==> src/design/i2cmrt_pkg.sv <==
// shared types and constants for the i2c master register transfer engine
// no dependencies; used by the interfaces and every module of the block

package i2cmrt_pkg;

   // default write buffer depth in bytes
   localparam int MaxBytesDef = 16;

   // bus half period after reset, in ticks
   localparam logic [8:0] HALF_PERIOD_RESET = 9'd5;

   // byte pointer value of the first received data byte
   localparam int RxBase = 3;

   // direction bit of the device address byte
   localparam logic [7:0] ADDR_WRITE_MASK = 8'hFE;
   localparam logic [7:0] ADDR_READ_BIT   = 8'h01;

   // item kinds
   typedef enum logic [1:0] {
      MODE_TICK  = 2'd0,
      MODE_WRITE = 2'd1,
      MODE_READ  = 2'd2,
      MODE_LOAD  = 2'd3
   } mode_type;

   // bus step sequencer
   typedef enum logic [3:0] {
      PH_IDLE      = 4'd0,
      PH_START_A   = 4'd1,
      PH_START_B   = 4'd2,
      PH_START_C   = 4'd3,
      PH_START_D   = 4'd4,
      PH_TX_LOW    = 4'd5,
      PH_TX_HIGH   = 4'd6,
      PH_ACK_LOW   = 4'd7,
      PH_ACK_HIGH  = 4'd8,
      PH_RX_LOW    = 4'd9,
      PH_RX_HIGH   = 4'd10,
      PH_MACK_LOW  = 4'd11,
      PH_MACK_HIGH = 4'd12,
      PH_STOP_A    = 4'd13,
      PH_STOP_B    = 4'd14,
      PH_STOP_C    = 4'd15
   } phase_type;

   // request transfer payload
   typedef struct packed {
      logic [1:0] mode;
      logic       sda_in;
      logic [7:0] device_addr;
      logic [7:0] register_addr;
      logic [4:0] byte_count;
      logic [7:0] write_byte;
   } req_payload_type;

   // response transfer payload
   typedef struct packed {
      logic       scl_level;
      logic       sda_level;
      logic       busy_res;
      logic       rx_valid;
      logic [7:0] rx_byte;
      logic       rx_last;
      logic       nack_error;
      logic       done_res;
   } rsp_payload_type;

endpackage

==> src/design/i2cmrt_req_if.sv <==
// request channel interface: valid/ready handshake and request payload
// depends on i2cmrt_pkg for the payload type

interface i2cmrt_req_if import i2cmrt_pkg::*; ();

   logic            valid;
   logic            ready;
   req_payload_type payload;

   modport source (output valid, output payload, input ready);
   modport sink (input valid, input payload, output ready);

endinterface

==> src/design/i2cmrt_rsp_if.sv <==
// response channel interface: valid/ready handshake and response payload
// depends on i2cmrt_pkg for the payload type

interface i2cmrt_rsp_if import i2cmrt_pkg::*; ();

   logic            valid;
   logic            ready;
   rsp_payload_type payload;

   modport source (output valid, output payload, input ready);
   modport sink (input valid, input payload, output ready);

endinterface

==> src/design/i2cmrt_txbuf.sv <==
// write data buffer: one write port, one read port, registered read data
// depends on i2cmrt_pkg for the default depth MaxBytesDef

module i2cmrt_txbuf import i2cmrt_pkg::*; #(
   parameter int Depth = MaxBytesDef
) (
   input  logic                                      clock,
   input  logic                                      wr_en,
   input  logic [((Depth > 1) ? $clog2(Depth) : 1)-1:0] wr_addr,
   input  logic [7:0]                                wr_data,
   input  logic [((Depth > 1) ? $clog2(Depth) : 1)-1:0] rd_addr,
   output logic [7:0]                                rd_data
);

   logic [7:0] mem_ff [Depth];
   logic [7:0] rd_data_ff;

   // write port
   always_ff @(posedge clock) begin
      if (wr_en) begin
         mem_ff[wr_addr] <= wr_data;
      end
   end

   // read port, registered read data
   always_ff @(posedge clock) begin
      rd_data_ff <= mem_ff[rd_addr];
   end

   assign rd_data = rd_data_ff;

endmodule

==> src/design/i2cmrt_engine.sv <==
// bus step sequencer: timing counter, bit and byte pointers, shifter, latches
// depends on i2cmrt_pkg; reads write data from the i2cmrt_txbuf memory

module i2cmrt_engine import i2cmrt_pkg::*; #(
   parameter int MaxBytes = MaxBytesDef
) (
   input  logic                   clock,
   input  logic                   reset,
   input  logic                   step_en,
   input  req_payload_type        req,
   input  logic [8:0]             half_period,
   input  logic [7:0]             buf_rd_data,
   output logic [((MaxBytes > 1) ? $clog2(MaxBytes) : 1)-1:0] buf_rd_addr,
   output logic                   buf_wr_en,
   output logic [((MaxBytes > 1) ? $clog2(MaxBytes) : 1)-1:0] buf_wr_addr,
   output logic [7:0]             buf_wr_data,
   output rsp_payload_type        rsp
);

   localparam int AddrW = (MaxBytes > 1) ? $clog2(MaxBytes) : 1;
   localparam int CntW  = $clog2(MaxBytes + 1);
   localparam int BiW   = $clog2(MaxBytes + RxBase);

   phase_type        phase_ff, phase_in;
   logic [8:0]       interval_ff, interval_in;
   logic [3:0]       bit_index_ff, bit_index_in;
   logic [BiW-1:0]   byte_index_ff, byte_index_in;
   logic [7:0]       shift_ff, shift_in;
   logic [CntW-1:0]  tx_fill_ff, tx_fill_in;
   logic [7:0]       addr_latch_ff, addr_latch_in;
   logic [7:0]       reg_latch_ff, reg_latch_in;
   logic [CntW-1:0]  count_latch_ff, count_latch_in;
   logic             read_dir_ff, read_dir_in;

   logic             rx_valid, rx_last, nack_err, done;
   logic [7:0]       rx_byte;
   logic [8:0]       hp_eff;
   logic [9:0]       tick_sum;
   logic [BiW-1:0]   data_ptr;

   // last received byte of a read
   function automatic logic is_last(input logic [BiW-1:0] bi, input logic [CntW-1:0] cnt);
      logic ge_base;
      logic ge_cnt;
      ge_base = (bi >= BiW'(RxBase));
      ge_cnt  = ((bi - BiW'(RxBase - 1)) >= BiW'(cnt));
      return ge_base && ge_cnt;
   endfunction

   assign hp_eff   = (half_period == 9'd0) ? 9'd1 : half_period;
   assign tick_sum = {1'b0, interval_ff} + 10'd1;

   // buffer entry of the next data byte; the pointer only moves when a byte
   // starts, so the registered read data has settled long before it is used
   assign data_ptr    = byte_index_ff - BiW'(1);
   assign buf_rd_addr = data_ptr[AddrW-1:0];

   // buffer fill on load items while idle
   assign buf_wr_en   = step_en && (phase_ff == PH_IDLE) && (req.mode == MODE_LOAD)
                        && (tx_fill_ff < CntW'(MaxBytes));
   assign buf_wr_addr = tx_fill_ff[AddrW-1:0];
   assign buf_wr_data = req.write_byte;

   // next state
   always_comb begin
      phase_in       = phase_ff;
      interval_in    = interval_ff;
      bit_index_in   = bit_index_ff;
      byte_index_in  = byte_index_ff;
      shift_in       = shift_ff;
      tx_fill_in     = tx_fill_ff;
      addr_latch_in  = addr_latch_ff;
      reg_latch_in   = reg_latch_ff;
      count_latch_in = count_latch_ff;
      read_dir_in    = read_dir_ff;
      rx_valid       = 1'b0;
      rx_byte        = 8'd0;
      rx_last        = 1'b0;
      nack_err       = 1'b0;
      done           = 1'b0;
      if (step_en) begin
         if (req.mode == MODE_TICK) begin
            if (phase_ff != PH_IDLE) begin
               if (tick_sum >= {1'b0, hp_eff}) begin
                  interval_in = 9'd0;
                  // end of one bus step
                  case (phase_ff)
                     PH_START_A: phase_in = PH_START_B;
                     PH_START_B: phase_in = PH_START_C;
                     PH_START_C: phase_in = PH_START_D;
                     PH_START_D: begin
                        bit_index_in = 4'd0;
                        phase_in     = PH_TX_LOW;
                        if (!read_dir_ff) begin
                           shift_in = addr_latch_ff;
                        end else if (byte_index_ff == '0) begin
                           shift_in = addr_latch_ff & ADDR_WRITE_MASK;
                        end else begin
                           shift_in = addr_latch_ff | ADDR_READ_BIT;
                        end
                     end
                     PH_TX_LOW: phase_in = PH_TX_HIGH;
                     PH_TX_HIGH: begin
                        shift_in     = {shift_ff[6:0], 1'b0};
                        bit_index_in = bit_index_ff + 4'd1;
                        phase_in     = (bit_index_ff == 4'd7) ? PH_ACK_LOW : PH_TX_LOW;
                     end
                     PH_ACK_LOW: phase_in = PH_ACK_HIGH;
                     PH_ACK_HIGH: begin
                        if (req.sda_in) begin
                           // slave did not acknowledge: abort without stop
                           phase_in = PH_IDLE;
                           nack_err = 1'b1;
                           done     = 1'b1;
                        end else begin
                           byte_index_in = byte_index_ff + BiW'(1);
                           if (byte_index_ff == '0) begin
                              shift_in     = reg_latch_ff;
                              bit_index_in = 4'd0;
                              phase_in     = PH_TX_LOW;
                           end else if (read_dir_ff) begin
                              if (byte_index_ff == BiW'(1)) begin
                                 phase_in = PH_START_A;
                              end else if (count_latch_ff == '0) begin
                                 phase_in = PH_STOP_A;
                              end else begin
                                 byte_index_in = BiW'(RxBase);
                                 shift_in      = 8'd0;
                                 bit_index_in  = 4'd0;
                                 phase_in      = PH_RX_LOW;
                              end
                           end else if (data_ptr < BiW'(count_latch_ff)) begin
                              shift_in     = buf_rd_data;
                              bit_index_in = 4'd0;
                              phase_in     = PH_TX_LOW;
                           end else begin
                              phase_in = PH_STOP_A;
                           end
                        end
                     end
                     PH_RX_LOW: phase_in = PH_RX_HIGH;
                     PH_RX_HIGH: begin
                        shift_in     = {shift_ff[6:0], req.sda_in};
                        bit_index_in = bit_index_ff + 4'd1;
                        if (bit_index_ff == 4'd7) begin
                           rx_valid = 1'b1;
                           rx_byte  = {shift_ff[6:0], req.sda_in};
                           rx_last  = is_last(byte_index_ff, count_latch_ff);
                           phase_in = PH_MACK_LOW;
                        end else begin
                           phase_in = PH_RX_LOW;
                        end
                     end
                     PH_MACK_LOW: phase_in = PH_MACK_HIGH;
                     PH_MACK_HIGH: begin
                        if (is_last(byte_index_ff, count_latch_ff)) begin
                           phase_in = PH_STOP_A;
                        end else begin
                           byte_index_in = byte_index_ff + BiW'(1);
                           shift_in      = 8'd0;
                           bit_index_in  = 4'd0;
                           phase_in      = PH_RX_LOW;
                        end
                     end
                     PH_STOP_A: phase_in = PH_STOP_B;
                     PH_STOP_B: phase_in = PH_STOP_C;
                     PH_STOP_C: begin
                        phase_in = PH_IDLE;
                        done     = 1'b1;
                     end
                     default: phase_in = PH_IDLE;
                  endcase
               end else begin
                  interval_in = tick_sum[8:0];
               end
            end
         end else if (phase_ff == PH_IDLE) begin
            if ((req.mode == MODE_WRITE) || (req.mode == MODE_READ)) begin
               // latch the transaction and start
               addr_latch_in = req.device_addr;
               reg_latch_in  = req.register_addr;
               if (32'(req.byte_count) > MaxBytes) begin
                  count_latch_in = CntW'(MaxBytes);
               end else begin
                  count_latch_in = CntW'(req.byte_count);
               end
               read_dir_in   = (req.mode == MODE_READ);
               if (req.mode == MODE_WRITE) begin
                  tx_fill_in = '0;
               end
               byte_index_in = '0;
               bit_index_in  = 4'd0;
               shift_in      = 8'd0;
               interval_in   = 9'd0;
               phase_in      = PH_START_A;
            end else if (buf_wr_en) begin
               tx_fill_in = tx_fill_ff + CntW'(1);
            end
         end
      end
   end

   // line levels and result of the step
   always_comb begin
      rsp            = '0;
      rsp.busy_res   = (phase_in != PH_IDLE);
      rsp.rx_valid   = rx_valid;
      rsp.rx_byte    = rx_byte;
      rsp.rx_last    = rx_last;
      rsp.nack_error = nack_err;
      rsp.done_res   = done;
      case (phase_in)
         PH_START_A:   begin rsp.scl_level = 1'b0; rsp.sda_level = 1'b1; end
         PH_START_B:   begin rsp.scl_level = 1'b1; rsp.sda_level = 1'b1; end
         PH_START_C:   begin rsp.scl_level = 1'b1; rsp.sda_level = 1'b0; end
         PH_START_D:   begin rsp.scl_level = 1'b0; rsp.sda_level = 1'b0; end
         PH_TX_LOW:    begin rsp.scl_level = 1'b0; rsp.sda_level = shift_in[7]; end
         PH_TX_HIGH:   begin rsp.scl_level = 1'b1; rsp.sda_level = shift_in[7]; end
         PH_ACK_LOW:   begin rsp.scl_level = 1'b0; rsp.sda_level = 1'b1; end
         PH_RX_LOW:    begin rsp.scl_level = 1'b0; rsp.sda_level = 1'b1; end
         PH_MACK_LOW:  begin
            rsp.scl_level = 1'b0;
            rsp.sda_level = is_last(byte_index_in, count_latch_in);
         end
         PH_MACK_HIGH: begin
            rsp.scl_level = 1'b1;
            rsp.sda_level = is_last(byte_index_in, count_latch_in);
         end
         PH_STOP_A:    begin rsp.scl_level = 1'b0; rsp.sda_level = 1'b0; end
         PH_STOP_B:    begin rsp.scl_level = 1'b1; rsp.sda_level = 1'b0; end
         default:      begin rsp.scl_level = 1'b1; rsp.sda_level = 1'b1; end
      endcase
   end

   // state registers
   always_ff @(posedge clock) begin
      if (reset) begin
         phase_ff       <= PH_IDLE;
         interval_ff    <= 9'd0;
         bit_index_ff   <= 4'd0;
         byte_index_ff  <= '0;
         shift_ff       <= 8'd0;
         tx_fill_ff     <= '0;
         addr_latch_ff  <= 8'd0;
         reg_latch_ff   <= 8'd0;
         count_latch_ff <= '0;
         read_dir_ff    <= 1'b0;
      end else begin
         phase_ff       <= phase_in;
         interval_ff    <= interval_in;
         bit_index_ff   <= bit_index_in;
         byte_index_ff  <= byte_index_in;
         shift_ff       <= shift_in;
         tx_fill_ff     <= tx_fill_in;
         addr_latch_ff  <= addr_latch_in;
         reg_latch_ff   <= reg_latch_in;
         count_latch_ff <= count_latch_in;
         read_dir_ff    <= read_dir_in;
      end
   end

endmodule

==> src/design/i2c_master_register_transfer.sv <==
// top level of the i2c master register transfer engine
// depends on i2cmrt_pkg, i2cmrt_req_if, i2cmrt_rsp_if, i2cmrt_txbuf, i2cmrt_engine
//
//   channel   dir   handshake          carries
//   req_chan  in    valid / ready      tick, begin write, begin read, load byte
//   rsp_chan  out   valid / ready      line levels, status, received byte
//   csr_*     in    csr_wr_en          half period in ticks (9 bits)
//
// every request is handled in the cycle it is accepted and its response is
// registered, so one transfer per cycle is sustained while the response channel
// is ready; the response register sets that figure
// a request is accepted while the response register is empty or being drained
// synchronous reset puts the sequencer idle and the half period back to 5; no
// clearing pass; user must only read write buffer entries loaded earlier, not enforced

module i2c_master_register_transfer import i2cmrt_pkg::*; #(
   parameter int MaxBytes = MaxBytesDef
) (
   input  logic             clock,
   input  logic             reset,
   i2cmrt_req_if.sink       req_chan,
   i2cmrt_rsp_if.source     rsp_chan,
   input  logic             csr_wr_en,
   input  logic [8:0]       csr_wr_data
);

   localparam int AddrW = (MaxBytes > 1) ? $clog2(MaxBytes) : 1;

   logic [8:0]      half_period_ff, half_period_in;
   logic            rsp_valid_ff, rsp_valid_in;
   rsp_payload_type rsp_payload_ff, rsp_payload_in;
   logic            req_accept;
   rsp_payload_type step_rsp;
   logic [7:0]      buf_rd_data;
   logic [AddrW-1:0] buf_rd_addr;
   logic            buf_wr_en;
   logic [AddrW-1:0] buf_wr_addr;
   logic [7:0]      buf_wr_data;

   // request handshake
   assign req_chan.ready = !rsp_valid_ff || rsp_chan.ready;
   assign req_accept     = req_chan.valid && req_chan.ready;

   // half period register
   assign half_period_in = csr_wr_en ? csr_wr_data : half_period_ff;

   always_ff @(posedge clock) begin
      if (reset) begin
         half_period_ff <= HALF_PERIOD_RESET;
      end else begin
         half_period_ff <= half_period_in;
      end
   end

   // write data buffer
   i2cmrt_txbuf #(
      .Depth (MaxBytes)
   ) u_txbuf (
      .clock   (clock),
      .wr_en   (buf_wr_en),
      .wr_addr (buf_wr_addr),
      .wr_data (buf_wr_data),
      .rd_addr (buf_rd_addr),
      .rd_data (buf_rd_data)
   );

   // bus sequencer
   i2cmrt_engine #(
      .MaxBytes (MaxBytes)
   ) u_engine (
      .clock       (clock),
      .reset       (reset),
      .step_en     (req_accept),
      .req         (req_chan.payload),
      .half_period (half_period_ff),
      .buf_rd_data (buf_rd_data),
      .buf_rd_addr (buf_rd_addr),
      .buf_wr_en   (buf_wr_en),
      .buf_wr_addr (buf_wr_addr),
      .buf_wr_data (buf_wr_data),
      .rsp         (step_rsp)
   );

   // response register
   assign rsp_valid_in   = req_accept || (rsp_valid_ff && !rsp_chan.ready);
   assign rsp_payload_in = req_accept ? step_rsp : rsp_payload_ff;

   always_ff @(posedge clock) begin
      if (reset) begin
         rsp_valid_ff <= 1'b0;
      end else begin
         rsp_valid_ff <= rsp_valid_in;
      end
   end

   always_ff @(posedge clock) begin
      rsp_payload_ff <= rsp_payload_in;
   end

   assign rsp_chan.valid   = rsp_valid_ff;
   assign rsp_chan.payload = rsp_payload_ff;

endmodule
==> src/flat_wrapper.sv <==
// flat-port wrapper written by rule: the top's interface ports become plain ports
module i2c_master_register_transfer_flat import i2cmrt_pkg::*;
#(
   parameter int MaxBytes = MaxBytesDef
)
  (clock, reset, csr_wr_en, csr_wr_data, req_chan_valid, req_chan_payload, req_chan_ready, rsp_chan_valid, rsp_chan_payload, rsp_chan_ready);
  i2cmrt_req_if req_chan_i ();
  i2cmrt_rsp_if rsp_chan_i ();
  input  logic clock;
  input  logic reset;
  input  logic csr_wr_en;
  input  logic [8:0] csr_wr_data;
  input wire logic [$bits(req_chan_i.valid)-1:0] req_chan_valid;
  input wire logic [$bits(req_chan_i.payload)-1:0] req_chan_payload;
  output wire logic [$bits(req_chan_i.ready)-1:0] req_chan_ready;
  output wire logic [$bits(rsp_chan_i.valid)-1:0] rsp_chan_valid;
  output wire logic [$bits(rsp_chan_i.payload)-1:0] rsp_chan_payload;
  input wire logic [$bits(rsp_chan_i.ready)-1:0] rsp_chan_ready;
  assign req_chan_i.valid = req_chan_valid;
  assign req_chan_i.payload = req_chan_payload;
  assign req_chan_ready = req_chan_i.ready;
  assign rsp_chan_valid = rsp_chan_i.valid;
  assign rsp_chan_payload = rsp_chan_i.payload;
  assign rsp_chan_i.ready = rsp_chan_ready;
  i2c_master_register_transfer #(.MaxBytes(MaxBytes)) u_core (.clock(clock), .reset(reset), .req_chan(req_chan_i), .rsp_chan(rsp_chan_i), .csr_wr_en(csr_wr_en), .csr_wr_data(csr_wr_data));
endmodule
==> config.mk <==
export PLATFORM = sky130hd
export DESIGN_NAME = i2c_master_register_transfer_flat
export DESIGN_NICKNAME = d
export VERILOG_FILES = /design/src/design/i2cmrt_pkg.sv /design/src/design/i2cmrt_req_if.sv /design/src/design/i2cmrt_rsp_if.sv /design/src/design/i2cmrt_txbuf.sv /design/src/design/i2cmrt_engine.sv /design/src/design/i2c_master_register_transfer.sv /design/src/flat_wrapper.sv
export SDC_FILE = /design/constraint.sdc
export NUM_CORES = 1
export LEC_CHECK = 0
export BUFFER_PORTS_ARGS = -buffer_cell sky130_fd_sc_hd__clkbuf_2
export CELL_PAD_IN_SITES_DETAIL_PLACEMENT = 1
export CELL_PAD_IN_SITES_GLOBAL_PLACEMENT = 1
export CORE_ASPECT_RATIO = 1.4
export CORE_MARGIN = 5
export CORE_UTILIZATION = 50
export CTS_BUF_LIST = sky130_fd_sc_hd__clkbuf_16
export DETAILED_ROUTE_END_ITERATION = 12
export PLACE_DENSITY = 0.89
export SLEW_MARGIN = 25
export SYNTH_ARGS = -nofsm -noshare
export SYNTH_HDL_FRONTEND = slang
export SYNTH_SLANG_ARGS = --single-unit
==> constraint.sdc <==
create_clock -name clock -period 12 [get_ports clock]
set_clock_uncertainty 0.1 [all_clocks]
set_input_delay 3.6 -clock clock [delete_from_list [all_inputs] [get_ports clock]]
set_output_delay 3.6 -clock clock [all_outputs]
set_load 0.1 [all_outputs]
Word-level counts from Yosys, hierarchy flattened --
Memory sizes are Yosys's and may differ from the RTL's. A register that Yosys moved wholly into a read port is not among the register bits. Cells that the tools add are included.
Storage, ports and cells: memory bits (writable) 128, word-level logic and storage cells 192, flip-flop bits (word level) 82, output and inout port bits 17, memories kept 1
Memories:
- u_core.u_txbuf.mem_ff | depth 16, width 8, rd ports 1, clocked after memory_dff 1, write ports 1, line i2cmrt_txbuf.sv:15 | logic [7:0] mem_ff [Depth];
Operators by class: reduce and logical (&&, ||, !) cells 35, eq/ne operators 41, add/subtract/negate cells 7, multiplexer cells 78, order comparisons 8, bitwise operators 1
Operators with widths (count):
- 8-bit two-way mux | 13
- 5-bit two-way mux | 20
- 4-bit two-way mux | 23
- 4-bit one-hot mux with 14 select lines | 1
- 9-bit two-way mux | 6
- 4-bit == test, second input constant | 13
- 8-bit one-hot mux with 5 select lines | 1
- 4-bit by 3-bit == test with 1-bit output, second input constant | 9
- 11-bit AND reduction | 2
- 4-bit one-hot mux with 4 select lines | 1
- 4-bit AND reduction | 4
- 5-bit != test, second input constant | 3
- 2-bit one-hot mux with 7 select lines | 1
- 4-bit by 2-bit == test with 1-bit output, second input constant | 3
- 5-bit by 1-bit adder with 5-bit output, second input constant | 2
- 9-bit by 1-bit adder with 10-bit output, second input constant | 1
- 10-bit by 9-bit greater-or-equal comparator with 1-bit output | 1
- 5-bit by 2-bit greater-or-equal comparator with 1-bit output, second input constant | 2
- 5-bit greater-or-equal comparator | 2
- 5-bit zero test | 2
- 5-bit one-hot mux with 2 select lines | 1
- 5-bit AND reduction | 2
- 5-bit by 2-bit subtractor with 5-bit output, second input constant | 2
- 9-bit zero test | 1
- 29 further kinds | 54

Longest topological paths before layout --
Gate-level depths: netlist (run 1).
word-level depth 15, mapped depth 20, mapped depth without buffers 19

Cells and area by module --
Synthesis (run 1) repeated with hierarchy kept, for this count alone.
Unflattened totals: cell total of the unflattened synthesis 838, area total of the unflattened synthesis 10276.1 µm²
Modules (own cells, without submodules):
- i2cmrt_txbuf | area each 5147.4 µm², cells an instance 229, instances 1
- i2cmrt_engine | area each 4310.4 µm², cells an instance 560, instances 1
- i2c_master_register_transfer | area each 818.3 µm², cells an instance 49, instances 1

Least setup slack after synthesis (run 1) --
OpenSTA, ideal clock, no wires.
path kind in2out, start point input port rsp_chan_ready, end point output port req_chan_ready, slack 3904 ps, stages on the path 1, arrival time 4396 ps, data required time 8300 ps, path buffers 0, cell sequence nand2b_1
On the way: cells in the longest elaborated chain, start to end 1
Ends and longest elaborated chain:
- start, declared | line flat_wrapper.sv:18 | input wire logic [$bits(rsp_chan_i.ready)-1:0] rsp_chan_ready;
- 1-bit logical OR | line i2c_master_register_transfer.sv:41 | assign req_chan.ready = !rsp_valid_ff || rsp_chan.ready;
- end, declared | line flat_wrapper.sv:15 | output wire logic [$bits(req_chan_i.ready)-1:0] req_chan_ready;
No other way between the ends.

Worst setup path in the final report (run 1) --
Same ends and word-level chain as after synthesis.

==> results of run 1 <==
==> stage by stage <==
stage,total power [W],setup WS [ps],instances,hold slack (ps)
finish,0.00159,4010,1115,355
global route,0.00166,3940,1115,385
CTS,0.00161,4000,1115,355
detailed placement,0.000928,4000,1075,346
global placement,0.000923,4010,1075,343
floorplan,0.000895,3900,790,332
==> critical path: cells and delay by family <==
| kind | cells | cell delay, ps |
|---|---|---|
| buffers and inverters | 2 | 550 |
| AND/OR/NAND/NOR | 1 | 150 |
==> cell usage after synthesis (all sizes together) (3+ instances only) <==
| library cell | number |
|---|---|
| nor4 | 5 |
| a211oi | 5 |
| dfxtp | 75 |
| nand4 | 6 |
| clkbuf | 24 |
| nor3b | 6 |
| edfxtp | 143 |
| or3 | 7 |
| a21o | 5 |
| mux2 | 4 |
| o21ai | 24 |
| xnor2 | 13 |
| nand3 | 13 |
| a21oi | 38 |
| o211ai | 8 |
| nor2b | 7 |
| nand2b | 8 |
| o21a | 3 |
| mux2i | 10 |
| xor2 | 7 |
| nor3 | 13 |
| ha | 44 |
| a22oi | 23 |
| and3 | 7 |
| buf | 12 |
| mux4 | 40 |
| o22a | 7 |
| nand2 | 77 |
| inv | 35 |
| o221ai | 4 |
| a31oi | 3 |
| nor2 | 70 |
| or4 | 3 |
| and2 | 13 |
==> final cells by class <==
type,instances,area (um2)
clock inverters,18,164
inverters,35,131
repair buffers,69,363
flip-flops and latches,218,5800
clock buffers,22,551
multi-input cells,501,4030
fillers,2002,8490
well taps,252,315
==> power by group <==
part / internal [W] / leakage (nW) / switching (W) / total [W]
sequential: 0.000809 / 1.91 / 0.00000646 / 0.000815
clock: 0.000398 / 0.363 / 0.000285 / 0.000682
combinational: 0.0000258 / 1.69 / 0.0000709 / 0.0000968
total: 0.00123 / 3.96 / 0.000362 / 0.00159
==> state kept, by name, summed over array words and instances (netlist names), 8 cells and up <==
signal,flops
u_core.u_engine.reg_latch_ff,8
u_core.u_engine.interval_ff,9
u_core.u_engine.shift_ff,8
u_core.u_engine.addr_latch_ff,8
u_core.rsp_chan.payload,15
u_core.half_period_ff,9
u_core.u_txbuf.mem_ff,128
u_core.u_txbuf.rd_data,8
==> cells in the final DEF (no fill, tap or decap), types with 7 or more instances in the layout <==
| cell | Yosys | layout |
|---|---|---|
| a22oi_1 | 23 | 23 |
| nand2b_1 | 8 | 8 |
| ha_1 | 44 | 43 |
| edfxtp_1 | 143 | 143 |
| nor2b_1 | 7 | 7 |
| o21ai_0 | 19 | 19 |
| xor2_1 | 7 | 7 |
| o22a_1 | 7 | 7 |
| and2_1 | 13 | 13 |
| and3_1 | 7 | 7 |
| nor2_1 | 70 | 70 |
| buf_4 | 1 | 7 |
| mux4_2 | 40 | 40 |
| nand3_1 | 12 | 12 |
| mux2i_1 | 10 | 10 |
| nor3_1 | 12 | 8 |
| xnor2_1 | 13 | 13 |
| dfxtp_1 | 75 | 74 |
| nand2_1 | 77 | 77 |
| a21oi_1 | 35 | 35 |
| inv_1 | 35 | 39 |
| clkbuf_16 | 0 | 22 |
| o211ai_1 | 8 | 8 |
| clkbuf_2 | 0 | 62 |
==> per-layer routing <==
layer	track usage, %	share of wire [%]	up-vias
met1	23.6	36	3412
met4	8.06	3.8	0
met2	43.3	56	156
li1	-	-	3077
met5	0	0	-
met3	3.09	3.6	72
==> logic make-up after synthesis <==
group,count (synthesis)
and+or+nand+nor,241
DFF,218
AOI/OAI and AO/OA,142
buffers and inverters,71
muxes,54
adders and majority gates,44
xor gates and xnor gates,20
==> worst max path at each step <==
stage | endpoint | slack, ps
detailed placement | req_chan_ready | 4000
CTS | req_chan_ready | 4000
global placement | req_chan_ready | 4010
floorplan | req_chan_ready | 3900
finish | req_chan_ready | 4010
global route | req_chan_ready | 3940
==> results.toml, run 1 <==
[die]
core_area_um2 = 19800
num_rows = 61
floorplan.initialDensity_pct = 50.8
die_w_um = 130
fp.dieH_um = 178
dieArea_um2 = 23100
ios = 63

[worst_setup_path]
crit_fanout = 4
slowest_stage = "clkbuf_2"
slowest_delay_ps = 480
startpoint_type = "primary input"
rrSetupSlack_ps = 7120
path_common_cell = "clkbuf_2"
reg2reg_from = "u_core.u_engine.interval_ff[0]$_SDFFE_PP0P_"
crit_type = "primary input to primary output"
ff2ff_path_depth = 19
arrival_ps = 4290
critPathRequiredTime_ps = 8300
worstSetupStartpoint = "rsp_chan_ready"
end_kind = "primary output"
r2r-end = "u_core.rsp_chan.payload[13]$_DFFE_PP_"
crit_chain = "clkbuf_2 -> nand2b_1 -> clkbuf_2"

[clock_network]
cts_hold_buf = 0
cts_resized = 0
cts_tree = "done"
cts_sinks = 218
clk_path_buf_depth = 3
clk_latency_ps = 520
root_buffer = "clkbuf_16"
cts_buffers = 22
htreeDepth = 1
cts_setup_buffers = 0
clk_pin_slew_ps = 60

[final_layout]
finalInstanceArea_um2 = 11400
final_util_pct = 57.2
area_growth_pct = 12.6
nets = 937
antenna_cells = 0
drive_gt1_share_pct = 19.6

[yosys]
muxShareOfSynthArea_pct = 10.4
synth_xor_area_share_pct = 1.74
synth_top_family_by_area = "simple AND/OR/NAND/NOR gates"
synth_top_area_share_pct = 42.6
ys_warn_count = 0
synthAdderAreaFrac_pct = 5.46
yosysTopAreaCell = "edfxtp_1"
yosysSeqAreaShare_pct = 57.5
synth_area_um2 = 10100
yosys.area_share.simple_pct = 11.8
synthFlopType = "edfxtp_1"
synth-edff-count = 143
synthArstFlopShare_pct = 0
syn-num-nets = 880
ys_types = 67
yosys-top-cells-area = "edfxtp_1, dfxtp_1, mux4_2"
ys_ff_latch = 218
synth_compound_area_share_pct = 10.3
syn_avg_cell_area_um2 = 12.8
syn_inst = 790

[global_routing]
antenna_found_initial = 0
grt_max_degree = 54
grt_util_all_layers_pct = 22.2
grt_pass1_wl_mm = 39.5
grt_overflow = 0
first_global_vias = 7334

[pwr]
ir_drop_v = 0.000132
power.density_nw_per_um2 = 140
leakage_nw = 3.96

[sta]
max_slew_margin_pct = 32.8
finalSetupTns_ps = 0
period_needed_ps = 7990
setup_violations = 0
slew_violations = 0
tightest_slew_ps = 1000
fmax_mhz = 125
grt_setup_unrepaired = "no"
min_period_over_period_pct = 66.6
finalHoldViolations = 0

[hold_path]
worstHoldEndpoint = "u_core.u_engine.reg_latch_ff[7]$_SDFFE_PP0P_"
hold_depth = 2
holdCritStartpoint = "u_core.u_engine.reg_latch_ff[7]$_SDFFE_PP0P_"
hold_path_class = "register to register"

[placed_design]
hpwl_mm = 17.8
port_buffers = 62
place_area_um2 = 10600
globalplace.congestion = 0.849

[drt]
drt_iter0_markers = 499
drc_errors = 0
final_antenna_net_count = 0
wirelength_mm = 25.0
avgViaCountPerCell = 6.02
wl_per_cell_um = 22.5
vias = 6717
firstDrtPassIters = 5

[status]
status = "finished clean"

[job]
cap_violations = 0
Note: power is estimated with default switching activity, not from simulation.
==> run 2, diff against run 1 <==
clock period = 7.44 ns   (was 12 ns; I/O delays follow)
==> run 2 against run 1 <==
Final area increased by 0.13%. Routed wire length is 2.5% higher. Sequential power is 62% higher. Sequential cell count unchanged. Setup slack worse by 2000 ps. Final cell count about the same.
==> results.toml, run 2 (synthesis gave the netlist of run 1 again) <==
[placed_design]
placed_cells = 1074
globalplace.congestion = 0.849
hpwl_mm = 17.9
port_buffers = 62

[sta]
setup_violations = 0
min_period_over_period_pct = 72.9
finalSetupTns_ps = 0
grt_setup_unrepaired = "no"
finalHoldViolations = 0
period_needed_ps = 5420
max_slew_margin_pct = 30.3
fmax_mhz = 184
slew_violations = 0
tightest_slew_ps = 1040

[drt]
wirelength_mm = 25.7
avgViaCountPerCell = 6.02
firstDrtPassIters = 5
drt_iter0_markers = 517
final_antenna_net_count = 0
drc_errors = 0
wl_per_cell_um = 23.0
vias = 6720

[pwr]
switching_power_w = 0.000607
power.density_nw_per_um2 = 228
leakage_nw = 3.98
swShare_pct = 23.4
clkPwrFrac_pct = 43.2
pwr-share-comb_pct = 6.0
ir_drop_v = 0.000216
intPower_w = 0.00198
p_seq_share_pct = 50.9

[clock_network]
cts_hold_buf = 0
cts_buffers = 23
cts_resized = 0
cts_tree = "done"
clk_path_buf_depth = 3
cts_setup_buffers = 0
htreeDepth = 1
clk_latency_ps = 530
clk_pin_slew_ps = 70
root_buffer = "clkbuf_16"
cts_sinks = 218

[worst_setup_path]
ff2ff_path_depth = 19
r2r-end = "u_core.rsp_chan.payload[13]$_DFFE_PP_"
rrSetupSlack_ps = 2600
end_kind = "register"
reg2reg_from = "u_core.u_engine.interval_ff[0]$_SDFFE_PP0P_"
crit_type = "primary input to register"
startpoint_type = "primary input"
critPathCapture = "u_core.rsp_chan.payload[13]$_DFFE_PP_"
crit_fanout = 30
arrival_ps = 5580
critPathRequiredTime_ps = 7600
worstSetupStartpoint = "req_chan_payload[30]"

[job]
cap_violations = 0

[die]
floorplan.initialDensity_pct = 50.8
die_w_um = 130
fp.dieH_um = 178
ios = 63
dieArea_um2 = 23100
num_rows = 61
core_area_um2 = 19800

[status]
status = "finished clean"

[global_routing]
antenna_found_initial = 0
grt_overflow = 0
first_global_vias = 7340
grt_util_all_layers_pct = 22.9
grt_pass1_wl_mm = 40.9
grt_max_degree = 54

[hold_path]
hold_path_class = "register to register"

[final_layout]
nets = 937
drive_gt1_share_pct = 19.7
area_growth_pct = 12.7
final_cell_count_no_fill = 1116
largest_register_ffs = 128
antenna_cells = 0
layout_commonest_cell = "edfxtp_1"
largest_register = "u_core.u_txbuf.mem_ff"
final_cell_mix = "edfxtp_1, nand2_1, dfxtp_1"
## run 2: power by group through the flow
stage / logic, W / clock network (W) / registers, W
2_1_floorplan: 0.0000729 / 0 / 0.00137
3_3_place_gp: 0.000146 / 0 / 0.00134
3_5_place_dp: 0.000152 / 0 / 0.00134
4_1_cts: 0.000155 / 0.00114 / 0.00132
5_1_grt: 0.000167 / 0.00120 / 0.00132
6_report: 0.000154 / 0.00112 / 0.00132
## run 2: critical path, stage by stage
cell      delay [ps]
clkbuf_2         100
inv_1             80
ha_1             480
a21oi_2          110
or3_2            730
nand2_1          160
o32ai_1          100
nor2_1           220
ha_1             270
inv_1             70
ha_1             230
a21o_1           160
a21o_1           180
a21oi_1          160
a21oi_1           70
o221ai_1         100
nand3_1          100
## run 2: routing by layer
layer  up-vias  routed length [um]  track usage (%)
met1      3382                9260             25.0
met3        78                 988             3.30
li1       3081                   -                -
met5         -                   0                0
met2       179               14200             43.0
met4         0                1200             10.4
## run 2: layout make-up
| cell class | count | area, um2 |
|---|---|---|
| well taps | 252 | 315 |
| flip-flops and latches | 218 | 5800 |
| repair buffers | 68 | 355 |
| clock inverters | 19 | 156 |
| inverters | 35 | 131 |
| clock buffers | 23 | 576 |
| fillers | 1999 | 8480 |
| multi-input cells | 501 | 4040 |
## run 2: worst min path at each step
stage | from | end | slack (ps) | depth (start not counted)
after floorplan | u_core.u_engine.reg_latch_ff[7]$_SDFFE_PP0P_ | u_core.u_engine.reg_latch_ff[7]$_SDFFE_PP0P_ | 330 | 2
after global placement | u_core.u_engine.reg_latch_ff[7]$_SDFFE_PP0P_ | u_core.u_engine.reg_latch_ff[7]$_SDFFE_PP0P_ | 340 | 2
after detailed placement | u_core.u_engine.addr_latch_ff[1]$_SDFFE_PP0P_ | u_core.u_engine.addr_latch_ff[1]$_SDFFE_PP0P_ | 350 | 2
after CTS | u_core.u_engine.addr_latch_ff[1]$_SDFFE_PP0P_ | u_core.u_engine.addr_latch_ff[1]$_SDFFE_PP0P_ | 360 | 2
after global routing | u_core.u_engine.addr_latch_ff[1]$_SDFFE_PP0P_ | u_core.u_engine.addr_latch_ff[1]$_SDFFE_PP0P_ | 380 | 2
final | u_core.u_engine.addr_latch_ff[1]$_SDFFE_PP0P_ | u_core.u_engine.addr_latch_ff[1]$_SDFFE_PP0P_ | 360 | 2
## run 2: per-stage QoR
stage | power (W) | worst slack, ps | instance area (um2) | util [%] | hold WS [ps]
after floorplan | 0.00144 | 1560 | 10100 | - | 332
after global placement | 0.00149 | 1400 | 10600 | 53.5 | 340
after detailed placement | 0.00150 | 1290 | 10600 | 53.6 | 349
after CTS | 0.00261 | 1790 | 11400 | 57.3 | 357
after global routing | 0.00269 | 1750 | 11400 | 57.3 | 377
final | 0.00259 | 2020 | 11400 | 57.3 | 358
